<file path="config.mk">
export PLATFORM = sky130hd
export DESIGN_NAME = hash_table_linear_probe_flat
export DESIGN_NICKNAME = d
export VERILOG_FILES = /design/src/design/htlp_pkg.sv /design/src/design/htlp_ifs.sv /design/src/design/hash_table_linear_probe.sv /design/src/design/htlp_ram.sv /design/src/design/htlp_seq.sv /design/src/flat_wrapper.sv
export VERILOG_INCLUDE_DIRS = /design/src /design/src/design
export SDC_FILE = /design/constraint.sdc
export NUM_CORES = 2
export LEC_CHECK = 0
export ABC_AREA = 1
export BUFFER_PORTS_ARGS = -buffer_cell sky130_fd_sc_hd__buf_2
export CELL_PAD_IN_SITES_DETAIL_PLACEMENT = 1
export CELL_PAD_IN_SITES_GLOBAL_PLACEMENT = 1
export CORE_MARGIN = 2
export CORE_UTILIZATION = 24
export DETAILED_ROUTE_END_ITERATION = 7
export GPL_TIMING_DRIVEN = 1
export PLACE_DENSITY = 0.55
export SLEW_MARGIN = 20
export SYNTH_ARGS = -nofsm -noshare
export SYNTH_HDL_FRONTEND = slang
export SYNTH_HIERARCHICAL = 1
export SYNTH_SLANG_ARGS = --single-unit
export TNS_END_PERCENT = 10
</file>
<file path="constraint.sdc">
create_clock -name clk -period 5.5 [get_ports clk]
set_input_delay 0.275 -clock clk [delete_from_list [all_inputs] [get_ports clk]]
set_output_delay 0.275 -clock clk [all_outputs]
set_load 0.02 [all_outputs]
</file>
<file path="src/design/hash_table_linear_probe_defines.svh">
// ============================================================================
// Hash table assertion macros
// Shared concurrent assertion forms for the hash table block.
// ============================================================================
`ifndef HASH_TABLE_LINEAR_PROBE_DEFINES_SVH
`define HASH_TABLE_LINEAR_PROBE_DEFINES_SVH

// Same-cycle implication, disabled during reset.
`define HTLP_ASSERT_IMP(name, clk, rst_n, ante, cons) \
    name: assert property (@(posedge clk) disable iff (!rst_n) (ante) |-> (cons)) \
        else $error("hash table assertion failed");

// Next-cycle implication, disabled during reset.
`define HTLP_ASSERT_NXT(name, clk, rst_n, ante, cons) \
    name: assert property (@(posedge clk) disable iff (!rst_n) (ante) |=> (cons)) \
        else $error("hash table assertion failed");

`endif

</file>
<file path="src/design/htlp_pkg.sv">
// ============================================================================
// Hash table package
// Types, codes and the control program of the linear probing hash table.
// ============================================================================
package htlp_pkg;

    localparam int TABLE_SIZE_DEF = 16;

    localparam int OP_W     = 2;
    localparam int KEY_W    = 32;
    localparam int VALUE_W  = 32;
    localparam int STATUS_W = 2;
    localparam int MARK_W   = 2;
    localparam int KEY_BIT_W = $clog2(KEY_W);

    localparam logic [OP_W-1:0] OP_INSERT = 2'd0;
    localparam logic [OP_W-1:0] OP_LOOKUP = 2'd1;
    localparam logic [OP_W-1:0] OP_REMOVE = 2'd2;

    localparam logic [STATUS_W-1:0] ST_DONE      = 2'd0;
    localparam logic [STATUS_W-1:0] ST_NOT_FOUND = 2'd1;
    localparam logic [STATUS_W-1:0] ST_FULL      = 2'd2;

    localparam logic [MARK_W-1:0] MARK_EMPTY   = 2'd0;
    localparam logic [MARK_W-1:0] MARK_USED    = 2'd1;
    localparam logic [MARK_W-1:0] MARK_DELETED = 2'd2;

    typedef struct packed {
        logic [MARK_W-1:0]  mark;
        logic [KEY_W-1:0]   key;
        logic [VALUE_W-1:0] value;
    } slot_t;

    localparam int SLOT_W = $bits(slot_t);

    typedef enum logic [2:0] {
        STEP_CLEAR,
        STEP_IDLE,
        STEP_HASH,
        STEP_INIT,
        STEP_PROBE,
        STEP_FINISH
    } step_t;

    typedef enum logic [2:0] {
        ACT_CLEAR,
        ACT_IDLE,
        ACT_HASH,
        ACT_INIT,
        ACT_PROBE,
        ACT_FINISH
    } act_t;

    typedef enum logic [2:0] {
        COND_ALWAYS,
        COND_WAIT_IN,
        COND_MORE,
        COND_PROBE_MORE,
        COND_OUT_BUSY
    } cond_t;

    typedef struct packed {
        act_t  act;
        cond_t cond;
        step_t on_true;
        step_t on_false;
    } ctrl_t;

    typedef struct packed {
        logic in_valid;
        logic cnt_last;
        logic probe_stop;
        logic out_busy;
    } seq_flags_t;

    function automatic ctrl_t program_word(input step_t step);
        ctrl_t word;
        unique case (step)
            STEP_CLEAR:  word = '{ACT_CLEAR,  COND_MORE,       STEP_CLEAR,  STEP_IDLE};
            STEP_IDLE:   word = '{ACT_IDLE,   COND_WAIT_IN,    STEP_IDLE,   STEP_HASH};
            STEP_HASH:   word = '{ACT_HASH,   COND_MORE,       STEP_HASH,   STEP_INIT};
            STEP_INIT:   word = '{ACT_INIT,   COND_ALWAYS,     STEP_PROBE,  STEP_PROBE};
            STEP_PROBE:  word = '{ACT_PROBE,  COND_PROBE_MORE, STEP_PROBE,  STEP_FINISH};
            STEP_FINISH: word = '{ACT_FINISH, COND_OUT_BUSY,   STEP_FINISH, STEP_IDLE};
            default:     word = '{ACT_IDLE,   COND_ALWAYS,     STEP_IDLE,   STEP_IDLE};
        endcase
        return word;
    endfunction

endpackage

</file>
<file path="src/design/htlp_ifs.sv">
// ============================================================================
// Hash table channels
// Request and response channels with valid/ready handshake.
// ============================================================================
interface htlp_req_if;
    logic                         valid;
    logic                         ready;
    logic [htlp_pkg::OP_W-1:0]    op;
    logic [htlp_pkg::KEY_W-1:0]   key;
    logic [htlp_pkg::VALUE_W-1:0] value_in;

    modport source (output valid, output op, output key, output value_in, input ready);
    modport sink (input valid, input op, input key, input value_in, output ready);
endinterface

interface htlp_rsp_if;
    logic                          valid;
    logic                          ready;
    logic [htlp_pkg::STATUS_W-1:0] status;
    logic                          hit;
    logic [htlp_pkg::VALUE_W-1:0]  value_out;

    modport source (output valid, output status, output hit, output value_out, input ready);
    modport sink (input valid, input status, input hit, input value_out, output ready);
endinterface

</file>
<file path="src/design/hash_table_linear_probe.sv">
// ============================================================================
// Linear probing hash table
// Key-value table with open addressing, tombstones and bounded probes.
// ============================================================================
// Each accepted item passes the hash, init, probe and finish steps before the next one
// is accepted, and it probes 1 to TABLE_SIZE slots. The home-slot remainder sums bit
// residues four key bits a cycle, the probe reads one slot per cycle, and a waiting
// result stalls the finish step. After reset a clearing pass marks every slot empty
// and no item is accepted during it.
`include "hash_table_linear_probe_defines.svh"

module hash_table_linear_probe #(
    parameter int TABLE_SIZE = htlp_pkg::TABLE_SIZE_DEF
) (
    input  logic        clk,
    input  logic        rst_n,
    htlp_req_if.sink    req,
    htlp_rsp_if.source  rsp
);

    localparam int IDX_W = $clog2(TABLE_SIZE);
    localparam int CNT_W = (IDX_W > htlp_pkg::KEY_BIT_W) ? IDX_W : htlp_pkg::KEY_BIT_W;
    localparam int DIGIT_W     = 4;
    localparam int DIGIT_BIT_W = $clog2(DIGIT_W);
    localparam int HASH_STEPS  = htlp_pkg::KEY_W / DIGIT_W;
    localparam int DIGIT_SEL_W = $clog2(HASH_STEPS);
    localparam int SUM_W       = IDX_W + 3;

    function automatic int pow2_mod(input int bit_pos);
        int w;
        w = 1;
        for (int i = 0; i < bit_pos; i++)
        begin
            w = w * 2;
            if (w >= TABLE_SIZE)
            begin
                w = w - TABLE_SIZE;
            end
        end
        return w;
    endfunction

    htlp_pkg::ctrl_t      ctrl;
    htlp_pkg::seq_flags_t flags;

    logic [htlp_pkg::OP_W-1:0]     op_reg;
    logic [htlp_pkg::KEY_W-1:0]    key_reg;
    logic [htlp_pkg::VALUE_W-1:0]  val_reg;
    logic [IDX_W-1:0]              rem_reg;
    logic [IDX_W-1:0]              rem_next;
    logic [CNT_W-1:0]              cnt_reg;
    logic [IDX_W-1:0]              idx_reg;
    logic [IDX_W-1:0]              idx_inc;
    logic [IDX_W-1:0]              end_slot_reg;
    logic [IDX_W-1:0]              del_slot_reg;
    logic                          del_valid_reg;
    logic                          found_reg;
    logic                          empty_reg;
    logic [htlp_pkg::VALUE_W-1:0]  hit_val_reg;

    logic                          out_valid_reg;
    logic [htlp_pkg::STATUS_W-1:0] status_reg;
    logic [htlp_pkg::STATUS_W-1:0] status_next;
    logic                          hit_reg;
    logic                          hit_next;
    logic [htlp_pkg::VALUE_W-1:0]  vout_reg;
    logic [htlp_pkg::VALUE_W-1:0]  vout_next;

    logic                          accept;
    logic                          out_free;
    logic                          cnt_last;
    logic [IDX_W-1:0]              bit_weight [htlp_pkg::KEY_W];
    logic [DIGIT_SEL_W-1:0]        digit_sel;
    logic [SUM_W-1:0]              hash_sum;
    logic                          is_used;
    logic                          is_match;
    logic                          is_del;
    logic                          is_empty;
    logic                          free_ok;
    logic [IDX_W-1:0]              free_slot;

    logic                          ram_we;
    logic [IDX_W-1:0]              ram_waddr;
    htlp_pkg::slot_t               ram_wdata;
    logic [IDX_W-1:0]              ram_raddr;
    logic [htlp_pkg::SLOT_W-1:0]   ram_rdata;
    htlp_pkg::slot_t               rd_slot;

    htlp_seq u_seq (
        .clk   (clk),
        .rst_n (rst_n),
        .flags (flags),
        .ctrl  (ctrl)
    );

    htlp_ram #(
        .WIDTH (htlp_pkg::SLOT_W),
        .DEPTH (TABLE_SIZE)
    ) u_ram (
        .clk   (clk),
        .we    (ram_we),
        .waddr (ram_waddr),
        .wdata (ram_wdata),
        .raddr (ram_raddr),
        .rdata (ram_rdata)
    );

    assign req.ready = (ctrl.act == htlp_pkg::ACT_IDLE);
    assign accept    = req.valid && req.ready;
    assign out_free  = !out_valid_reg || rsp.ready;

    assign rsp.valid     = out_valid_reg;
    assign rsp.status    = status_reg;
    assign rsp.hit       = hit_reg;
    assign rsp.value_out = vout_reg;

    always_comb
    begin
        if (ctrl.act == htlp_pkg::ACT_HASH)
        begin
            cnt_last = (cnt_reg == CNT_W'(HASH_STEPS - 1));
        end
        else
        begin
            cnt_last = (cnt_reg == CNT_W'(TABLE_SIZE - 1));
        end
    end

    for (genvar j = 0; j < htlp_pkg::KEY_W; j++)
    begin : g_weight
        localparam int WEIGHT = pow2_mod(j);
        assign bit_weight[j] = IDX_W'(WEIGHT);
    end

    // Four key bits per cycle are added as residues of their powers of two.
    always_comb
    begin
        digit_sel = cnt_reg[DIGIT_SEL_W-1:0];
        hash_sum  = SUM_W'(rem_reg);
        for (int k = 0; k < DIGIT_W; k++)
        begin
            if (key_reg[{digit_sel, DIGIT_BIT_W'(k)}])
            begin
                hash_sum = hash_sum + SUM_W'(bit_weight[{digit_sel, DIGIT_BIT_W'(k)}]);
            end
        end
        if (hash_sum >= SUM_W'(4 * TABLE_SIZE))
        begin
            hash_sum = hash_sum - SUM_W'(4 * TABLE_SIZE);
        end
        if (hash_sum >= SUM_W'(2 * TABLE_SIZE))
        begin
            hash_sum = hash_sum - SUM_W'(2 * TABLE_SIZE);
        end
        if (hash_sum >= SUM_W'(TABLE_SIZE))
        begin
            hash_sum = hash_sum - SUM_W'(TABLE_SIZE);
        end
        rem_next = hash_sum[IDX_W-1:0];
    end

    assign idx_inc = (idx_reg == IDX_W'(TABLE_SIZE - 1)) ? '0 : idx_reg + 1'b1;

    always_comb
    begin
        rd_slot  = htlp_pkg::slot_t'(ram_rdata);
        is_used  = (rd_slot.mark == htlp_pkg::MARK_USED);
        is_del   = (rd_slot.mark == htlp_pkg::MARK_DELETED);
        is_empty = !is_used && !is_del;
        is_match = is_used && (rd_slot.key == key_reg);
    end

    always_comb
    begin
        flags.in_valid   = req.valid;
        flags.cnt_last   = cnt_last;
        flags.probe_stop = is_match || is_empty || cnt_last;
        flags.out_busy   = !out_free;
    end

    always_comb
    begin
        if (ctrl.act == htlp_pkg::ACT_INIT)
        begin
            ram_raddr = rem_reg;
        end
        else
        begin
            ram_raddr = idx_inc;
        end
    end

    assign free_ok   = del_valid_reg || empty_reg;
    assign free_slot = del_valid_reg ? del_slot_reg : end_slot_reg;

    always_comb
    begin
        ram_we          = 1'b0;
        ram_waddr       = end_slot_reg;
        ram_wdata.mark  = htlp_pkg::MARK_USED;
        ram_wdata.key   = key_reg;
        ram_wdata.value = val_reg;
        status_next     = htlp_pkg::ST_NOT_FOUND;
        hit_next        = 1'b0;
        vout_next       = '0;
        if (ctrl.act == htlp_pkg::ACT_CLEAR)
        begin
            ram_we          = 1'b1;
            ram_waddr       = cnt_reg[IDX_W-1:0];
            ram_wdata.mark  = htlp_pkg::MARK_EMPTY;
            ram_wdata.key   = '0;
            ram_wdata.value = '0;
        end
        else if (ctrl.act == htlp_pkg::ACT_FINISH)
        begin
            unique case (op_reg)
                htlp_pkg::OP_INSERT:
                begin
                    if (found_reg)
                    begin
                        ram_we      = out_free;
                        status_next = htlp_pkg::ST_DONE;
                        hit_next    = 1'b1;
                    end
                    else if (free_ok)
                    begin
                        ram_we      = out_free;
                        ram_waddr   = free_slot;
                        status_next = htlp_pkg::ST_DONE;
                    end
                    else
                    begin
                        status_next = htlp_pkg::ST_FULL;
                    end
                end
                htlp_pkg::OP_LOOKUP:
                begin
                    if (found_reg)
                    begin
                        status_next = htlp_pkg::ST_DONE;
                        hit_next    = 1'b1;
                        vout_next   = hit_val_reg;
                    end
                end
                htlp_pkg::OP_REMOVE:
                begin
                    if (found_reg)
                    begin
                        ram_we         = out_free;
                        ram_wdata.mark = htlp_pkg::MARK_DELETED;
                        status_next    = htlp_pkg::ST_DONE;
                        hit_next       = 1'b1;
                    end
                end
                default:
                begin
                    status_next = htlp_pkg::ST_NOT_FOUND;
                end
            endcase
        end
    end

    always_ff @(posedge clk or negedge rst_n)
    begin
        if (!rst_n)
        begin
            cnt_reg       <= '0;
            found_reg     <= 1'b0;
            empty_reg     <= 1'b0;
            del_valid_reg <= 1'b0;
            out_valid_reg <= 1'b0;
        end
        else
        begin
            unique case (ctrl.act)
                htlp_pkg::ACT_CLEAR:
                begin
                    cnt_reg <= cnt_reg + 1'b1;
                end
                htlp_pkg::ACT_IDLE:
                begin
                    if (accept)
                    begin
                        cnt_reg <= '0;
                    end
                end
                htlp_pkg::ACT_HASH:
                begin
                    cnt_reg <= cnt_reg + 1'b1;
                end
                htlp_pkg::ACT_INIT:
                begin
                    cnt_reg       <= '0;
                    found_reg     <= 1'b0;
                    empty_reg     <= 1'b0;
                    del_valid_reg <= 1'b0;
                end
                htlp_pkg::ACT_PROBE:
                begin
                    cnt_reg <= cnt_reg + 1'b1;
                    if (is_match)
                    begin
                        found_reg <= 1'b1;
                    end
                    if (is_empty)
                    begin
                        empty_reg <= 1'b1;
                    end
                    if (is_del && !del_valid_reg)
                    begin
                        del_valid_reg <= 1'b1;
                    end
                end
                default:
                begin
                    cnt_reg <= cnt_reg;
                end
            endcase

            if ((ctrl.act == htlp_pkg::ACT_FINISH) && out_free)
            begin
                out_valid_reg <= 1'b1;
            end
            else if (rsp.ready)
            begin
                out_valid_reg <= 1'b0;
            end
        end
    end

    always_ff @(posedge clk)
    begin
        if (accept)
        begin
            op_reg  <= req.op;
            key_reg <= req.key;
            val_reg <= req.value_in;
            rem_reg <= '0;
        end
        else if (ctrl.act == htlp_pkg::ACT_HASH)
        begin
            rem_reg <= rem_next;
        end

        if (ctrl.act == htlp_pkg::ACT_INIT)
        begin
            idx_reg <= rem_reg;
        end
        else if (ctrl.act == htlp_pkg::ACT_PROBE)
        begin
            idx_reg      <= idx_inc;
            end_slot_reg <= idx_reg;
            hit_val_reg  <= rd_slot.value;
            if (is_del && !del_valid_reg)
            begin
                del_slot_reg <= idx_reg;
            end
        end

        if ((ctrl.act == htlp_pkg::ACT_FINISH) && out_free)
        begin
            status_reg <= status_next;
            hit_reg    <= hit_next;
            vout_reg   <= vout_next;
        end
    end

    `HTLP_ASSERT_NXT(a_accept_starts_hash, clk, rst_n, accept, ctrl.act == htlp_pkg::ACT_HASH)
    `HTLP_ASSERT_IMP(a_write_steps, clk, rst_n, ram_we, ctrl.act == htlp_pkg::ACT_CLEAR || ctrl.act == htlp_pkg::ACT_FINISH)
    `HTLP_ASSERT_IMP(a_probe_bound, clk, rst_n, ctrl.act == htlp_pkg::ACT_PROBE, cnt_reg <= CNT_W'(TABLE_SIZE - 1))
    `HTLP_ASSERT_NXT(a_finish_gives_result, clk, rst_n, (ctrl.act == htlp_pkg::ACT_FINISH) && out_free, rsp.valid && (ctrl.act == htlp_pkg::ACT_IDLE))

endmodule

</file>
<file path="src/design/htlp_ram.sv">
// ============================================================================
// Generic RAM
// One write port and one read port with registered read data.
// ============================================================================
module htlp_ram #(
    parameter int WIDTH = htlp_pkg::SLOT_W,
    parameter int DEPTH = htlp_pkg::TABLE_SIZE_DEF
) (
    input  logic                     clk,
    input  logic                     we,
    input  logic [$clog2(DEPTH)-1:0] waddr,
    input  logic [WIDTH-1:0]         wdata,
    input  logic [$clog2(DEPTH)-1:0] raddr,
    output logic [WIDTH-1:0]         rdata
);

    logic [WIDTH-1:0] mem [DEPTH];
    logic [WIDTH-1:0] rdata_reg;

    always_ff @(posedge clk)
    begin
        if (we)
        begin
            mem[waddr] <= wdata;
        end
        rdata_reg <= mem[raddr];
    end

    assign rdata = rdata_reg;

endmodule

</file>
<file path="src/design/htlp_seq.sv">
// ============================================================================
// Hash table sequencer
// Step counter over the control program with conditional branches.
// ============================================================================
module htlp_seq (
    input  logic                   clk,
    input  logic                   rst_n,
    input  htlp_pkg::seq_flags_t   flags,
    output htlp_pkg::ctrl_t        ctrl
);

    htlp_pkg::step_t upc_reg;
    htlp_pkg::step_t upc_next;
    htlp_pkg::ctrl_t word;
    logic            take;

    always_comb
    begin
        word = htlp_pkg::program_word(upc_reg);
        unique case (word.cond)
            htlp_pkg::COND_ALWAYS:     take = 1'b1;
            htlp_pkg::COND_WAIT_IN:    take = !flags.in_valid;
            htlp_pkg::COND_MORE:       take = !flags.cnt_last;
            htlp_pkg::COND_PROBE_MORE: take = !flags.probe_stop;
            htlp_pkg::COND_OUT_BUSY:   take = flags.out_busy;
            default:                   take = 1'b1;
        endcase
        upc_next = take ? word.on_true : word.on_false;
    end

    always_comb
    begin
        ctrl = htlp_pkg::program_word(upc_reg);
    end

    always_ff @(posedge clk or negedge rst_n)
    begin
        if (!rst_n)
        begin
            upc_reg <= htlp_pkg::STEP_CLEAR;
        end
        else
        begin
            upc_reg <= upc_next;
        end
    end

endmodule
</file>
<file path="src/flat_wrapper.sv">
// flat-port wrapper written by rule: the top's interface ports become plain ports
module hash_table_linear_probe_flat 
#(
    parameter int TABLE_SIZE = htlp_pkg::TABLE_SIZE_DEF
)
  (clk, rst_n, req_valid, req_op, req_key, req_value_in, req_ready, rsp_valid, rsp_status, rsp_hit, rsp_value_out, rsp_ready);
  htlp_req_if req_i ();
  htlp_rsp_if rsp_i ();
  input  logic clk;
  input  logic rst_n;
  input wire logic [$bits(req_i.valid)-1:0] req_valid;
  input wire logic [$bits(req_i.op)-1:0] req_op;
  input wire logic [$bits(req_i.key)-1:0] req_key;
  input wire logic [$bits(req_i.value_in)-1:0] req_value_in;
  output wire logic [$bits(req_i.ready)-1:0] req_ready;
  output wire logic [$bits(rsp_i.valid)-1:0] rsp_valid;
  output wire logic [$bits(rsp_i.status)-1:0] rsp_status;
  output wire logic [$bits(rsp_i.hit)-1:0] rsp_hit;
  output wire logic [$bits(rsp_i.value_out)-1:0] rsp_value_out;
  input wire logic [$bits(rsp_i.ready)-1:0] rsp_ready;
  assign req_i.valid = req_valid;
  assign req_i.op = req_op;
  assign req_i.key = req_key;
  assign req_i.value_in = req_value_in;
  assign req_ready = req_i.ready;
  assign rsp_valid = rsp_i.valid;
  assign rsp_status = rsp_i.status;
  assign rsp_hit = rsp_i.hit;
  assign rsp_value_out = rsp_i.value_out;
  assign rsp_i.ready = rsp_ready;
  hash_table_linear_probe #(.TABLE_SIZE(TABLE_SIZE)) u_core (.clk(clk), .rst_n(rst_n), .req(req_i), .rsp(rsp_i));
endmodule
</file>
# [Word level (Yosys, flattened, before mapping)]
# Memory sizes are Yosys's and may differ from the RTL's. A register that Yosys moved wholly into a read port is not among the register bits.
# Cells that the tools add are included.
[word_totals] reg_bits=161 ramBits=1056 romBits=512 in_bits=70 output_inout_bits=37 word_cells=177 memories=5
[memory_table] name="u_core.u_ram.mem" depth=16 width=66 rd=1 rd_clocked_by_memory_dff=1 wr=1 line="htlp_ram.sv:17" rtl="logic [WIDTH-1:0] mem [DEPTH];"
[memory_table] name="(name not given)" depth=32 width=4 rd=1 rd_clocked_by_memory_dff=0 wr=0 line="hash_table_linear_probe.sv:144" rtl="hash_sum = hash_sum + SUM_W'(bit_weight[{digit_sel, DIGIT_BIT_W'(k)}]);"
[memory_table] name="(name not given)" depth=32 width=4 rd=1 rd_clocked_by_memory_dff=0 wr=0 line="hash_table_linear_probe.sv:144"
[memory_table] name="(name not given)" depth=32 width=4 rd=1 rd_clocked_by_memory_dff=0 wr=0 line="hash_table_linear_probe.sv:144"
[memory_table] name="(name not given)" depth=32 width=4 rd=1 rd_clocked_by_memory_dff=0 wr=0 line="hash_table_linear_probe.sv:144"
[classes] addsub=9 magnitude_cmp=11 eq_ne=26 muxes=65 bitwise=9 n_reduce_logical=35
[ops] cell="$mux 4" count=19
[ops] cell="$pmux 12 s6" count=1
[ops] cell="$mux 64" count=1
[ops] cell="$mux 7" count=6
[ops] cell="$eq 32x32->1" count=1
[ops] cell="$ge 6x6->1 const B" count=4
[ops] cell="$lt 5x6->1 const B" count=4
[ops] cell="$not 5->6" count=4
[ops] cell="$add 7x4->7" count=3
[ops] cell="$mux 1" count=19
[ops] cell="$eq 3x2->1 const B" count=6
[ops] cell="$eq 3x3->1 const B" count=5
[ops] cell="$pmux 5 s3" count=1
[ops] cell="$bmux 1 s3" count=4
[ops] cell="$mux 2" count=6
[ops] cell="$reduce_and 2->1" count=5
[ops] cell="$eq 3x1->1 const B" count=3
[ops] cell="$reduce_or 3->1" count=3
[ops] cell="$logic_not 1->1" count=8
[ops] cell="$pmux 1 s2" count=4
[ops] cell="$ge 7x5->1 const B" count=1
[ops] cell="$ge 7x6->1 const B" count=1
[ops] cell="$ge 7x7->1 const B" count=1
[ops] cell="$sub 7x6->7 const B" count=1
[ops] cell="other kinds (26)" count=44

# [Depth between registers and ports, before layout]
[depth] ltp_word=18 depth_mapped=23 mapped_depth_nobuf=21

# [Cells and area by module]
# The synthesis kept the hierarchy.
[by_module_without_submodules] mod="htlp_ram" instances=1 cells_each=4341 area_each_um2=46759.8 seq_area_each_um2=33031.7
[by_module_without_submodules] mod="hash_table_linear_probe" instances=1 cells_each=673 area_each_um2=7164.4 seq_area_each_um2=4659.5
[by_module_without_submodules] mod="htlp_seq" instances=1 cells_each=43 area_each_um2=266.5 seq_area_each_um2=75.1

# [Worst setup path after synthesis]
# No wires, ideal clock.
[synth_path] kind="reg-to-reg" startpoint="register u_core.u_seq.upc_reg[2]" endpoint="memory u_core/u_ram/mem[10][0] (netlist name), enable pin" setup_ns=0.491 arrival_time_ns=4.601 t_required_ns=5.009 path_slack_ns=0.408 path_stages_with_launch=10 n_path_buf=0 synth_period_minus_slack_ns=5.092 cell_sequence="dfrtp_1 inv_2 nor2_1 nand3_1 nor4_4 nand2_1 o211ai_1 o21ai_0 nand3b_1 nor2_1"
[synth_rtl] item="start, declared" line="htlp_seq.sv:12" rtl="htlp_pkg::step_t upc_reg;"
[synth_rtl] item="start signal, assigned" line="htlp_seq.sv:40" rtl="upc_reg <= htlp_pkg::STEP_CLEAR;"
[synth_rtl] item="start signal, assigned" line="htlp_seq.sv:44" rtl="upc_reg <= upc_next;"
[synth_rtl] item="end, declared" line="htlp_ram.sv:17"

==> results.md <==
* Slowest cell on the critical path: sky130_fd_sc_hd__nor2_4
* Combinational Power Share at 0.345
* Crit Reg-Reg Startpoint: u_core/u_seq/upc_reg[2]
* Wirelength per Cell at between 15 and 20 µm
* Clock tree skew after final layout at 0.0469 ns
* Detailed Route Iter0 Violations at around 1,900
* Effective utilization at floorplan at 0.241
* Internal power of the cells at 22,200 µW
* Count of boundary I/O pins at 107
* Clock tree from TritonCTS: done
* Worst hold-check path type: input pin to register
* Vias at 35,350
* Dpl cells at 7,988
* Core Footprint at between 200,000 and 250,000 µm²
* Total GRT Usage at 0.141
* Number of I/O port buffers at 106
* Total DRC errors in the routed layout at 0
* Vias in the first global route at 36,877
* Switch share at 0.389
* Worst Setup Slack, final at 1.34 ns
* Post-layout nets at approximately 5,300
* Die Height at 479 µm
* R2R Setup Slk at 1.34 ns
* Slowest cell delay on critical path at 0.86 ns
* Post-route insts no fill at 8,332
* Number of resized instances in the post-cts repair step at 0
* Pins over their slew limit at 0
* Maximum count of clock buffers along a single path at 3
* Count of nets left with antenna violations after detail routing at 0
* Areal power density over the cells at 573 nW/µm²
* Crit path max fanout at 28
* Yosys warning count at 6
* Netlist area before placement at 54,200 µm²
* Number of rows in the core area at 174
* Number of iterations in the first detailed-routing pass at 5
* Flip-flop count of the largest register after layout at 1,056
* Place WS at 1.40 ns
* Achievable Freq at 240 MHz
* Global-route wire length before repair at 241 mm
* Total routed wirelength at 162 mm
* Syn_area_per_cell at about 11 µm²
* Depth of the CTS H-tree at 4
* Placer's final routability congestion estimate at approximately 0.73
* Synth-to-layout area growth at 17.0%
* DIE AREA at ~230,000 µm²
* Final hold violations at 0
* Max Cap Viol at 0
* CTS buffer count at approximately 150
* Estimated wirelength of the detail-placed design at 83.2 mm
* Endpoint of the most critical register-to-register path: u_core/u_ram/mem[15][17]
* Portion of total power attributed to sequential cells at 0.390
* Cell mode on critical path: sky130_fd_sc_hd__nand3_1
* Clk Latency, worst-skew pair at 0.81 ns
* Required arrival time at the worst endpoint at 5.96 ns
* Sum of overflow across all layers after global routing at 0
* Actual transition at the worst max-transition pin at 1.08 ns
* Proportion of layout cells with a drive suffix above 1 at 0.0867
* Clock Pin Slew Worst Setup and Hold Paths at 0.06 ns
* Worst voltage drop across the vdd grid at 0.594 mV
* Largest net degree at the start of global routing at 148
* Type of element capturing the critical path: register
* Arrival time at the worst endpoint at 4.62 ns
* Clk sinks at 1,283
* Clock period minus final worst setup slack at 4.16 ns
* Static leakage power at approximately 0.026 µW
* Cells traversed along the worst timing path: inv_2 -> nor2_1 -> nand3_1 -> o31ai_1 -> nand3_1 -> nor2_4 -> buf_12
* Setup repair after global routing missed its margin: no
* Final setup fails at 0
* End point of the critical path: u_core/u_ram/mem[15][17]
* Critical path start-end classification: register to register
* Overall power consumption at 36,400 µW
* Number of cells produced by synthesis at 5,055
* Startpoint Class: register
* Number of antenna violations at the first check in global routing at 5
* Total negative setup slack at 0 ns
* Post-Syn Nets at 5,139
* Source of the critical timing path: u_core/u_seq/upc_reg[2]
* Period utilisation layout at 0.756
* CTS Root Cell: sky130_fd_sc_hd__clkbuf_16
* Reg2reg path depth at 7
* Worst slew margin relative to its limit at 0.275
* Power dissipated by switching net loads at 14,100 µW
* Horizontal extent of the die at between 400 and 500 µm
* Part of the power in the clock network at 0.265
* Result of the run: complete, no violations
* Vias/cell at 4.24
## cell usage in the layout (no fill, tap or decap), types with 45 or more instances in the layout
cell                               n
sky130_fd_sc_hd__buf_2           106
sky130_fd_sc_hd__nand3_1         823
sky130_fd_sc_hd__inv_1           938
sky130_fd_sc_hd__nor2_1          122
sky130_fd_sc_hd__clkbuf_1         45
sky130_fd_sc_hd__clkbuf_16       148
sky130_fd_sc_hd__edfxtp_1       1201
sky130_fd_sc_hd__dlygate4sd3_1    70
sky130_fd_sc_hd__dfxtp_1          70
sky130_fd_sc_hd__nand2_1        1488
## through the flow
step | hold slack (ns) | utilization | instance area [µm²]
2_1_floorplan | -0.0206 | - | 54200
3_3_place_gp | 0.184 | 0.258 | 57900
3_5_place_dp | 0.194 | 0.258 | 57900
4_1_cts | 0.0916 | 0.282 | 63400
5_1_grt | 0.140 | 0.282 | 63400
6_report | 0.173 | 0.282 | 63400
## area by class of cell
type	count	area (µm²)
well taps	2992	3740
clock inverters	65	667
clock buffers	207	4070
fillers	25221	161000
multi-input cells	2589	11500
inverters	949	3620
repair buffers	245	2060
diodes	2	5.00
flip-flops and latches	1283	37800
## critical path, delay by kind of cell, from the launching register on
family / cells / cell delay, ns
buffers and inverters: 2 / 0.46
AND/OR/NAND/NOR: 4 / 2.06
flip-flops: 1 / 0.45
AO/OA/AOI/OAI: 1 / 0.78
## worst min path at each step
| stage | end | start | cells past startpoint | slack (ns) |
|---|---|---|---|---|
| finish | u_core/key_reg[9] | req_key[9] | 2 | 0.17 |
| global route | u_core/key_reg[12] | req_key[12] | 2 | 0.14 |
| CTS | u_core/key_reg[9] | req_key[9] | 2 | 0.09 |
| detailed placement | u_core/rsp.valid | rst_n | 1 | 0.19 |
| global placement | u_core/rsp.valid | rst_n | 1 | 0.18 |
| floorplan | u_core/cnt_reg[0] | rst_n | 0 | -0.02 |
## repair_timing
action | 4_1_cts | 5_1_grt
setup endpoints to repair | 0 | 0
setup buffers | 0 | 0
hold endpoints to repair | 84 | 0
hold buffers | 70 | 0
## power by group through the flow
stage                     sequential, µW  clock, µW  combinational [µW]
after floorplan                    14200          0                8230
after global placement             14400          0               12600
after detailed placement           14400          0               12800
after CTS                          14200       9950               12900
after global routing               14300      10300               14000
final                              14200       9640               12500
## layer usage
metal  share of wire  vias to the layer above  GRT usage
met2            0.48                      567      0.240
met5               0                        -          0
met4           0.026                        0     0.0424
met1            0.46                    17895      0.184
met3           0.034                      223     0.0192
li1                -                    16665          -
(Power assumes the default switching activity.)
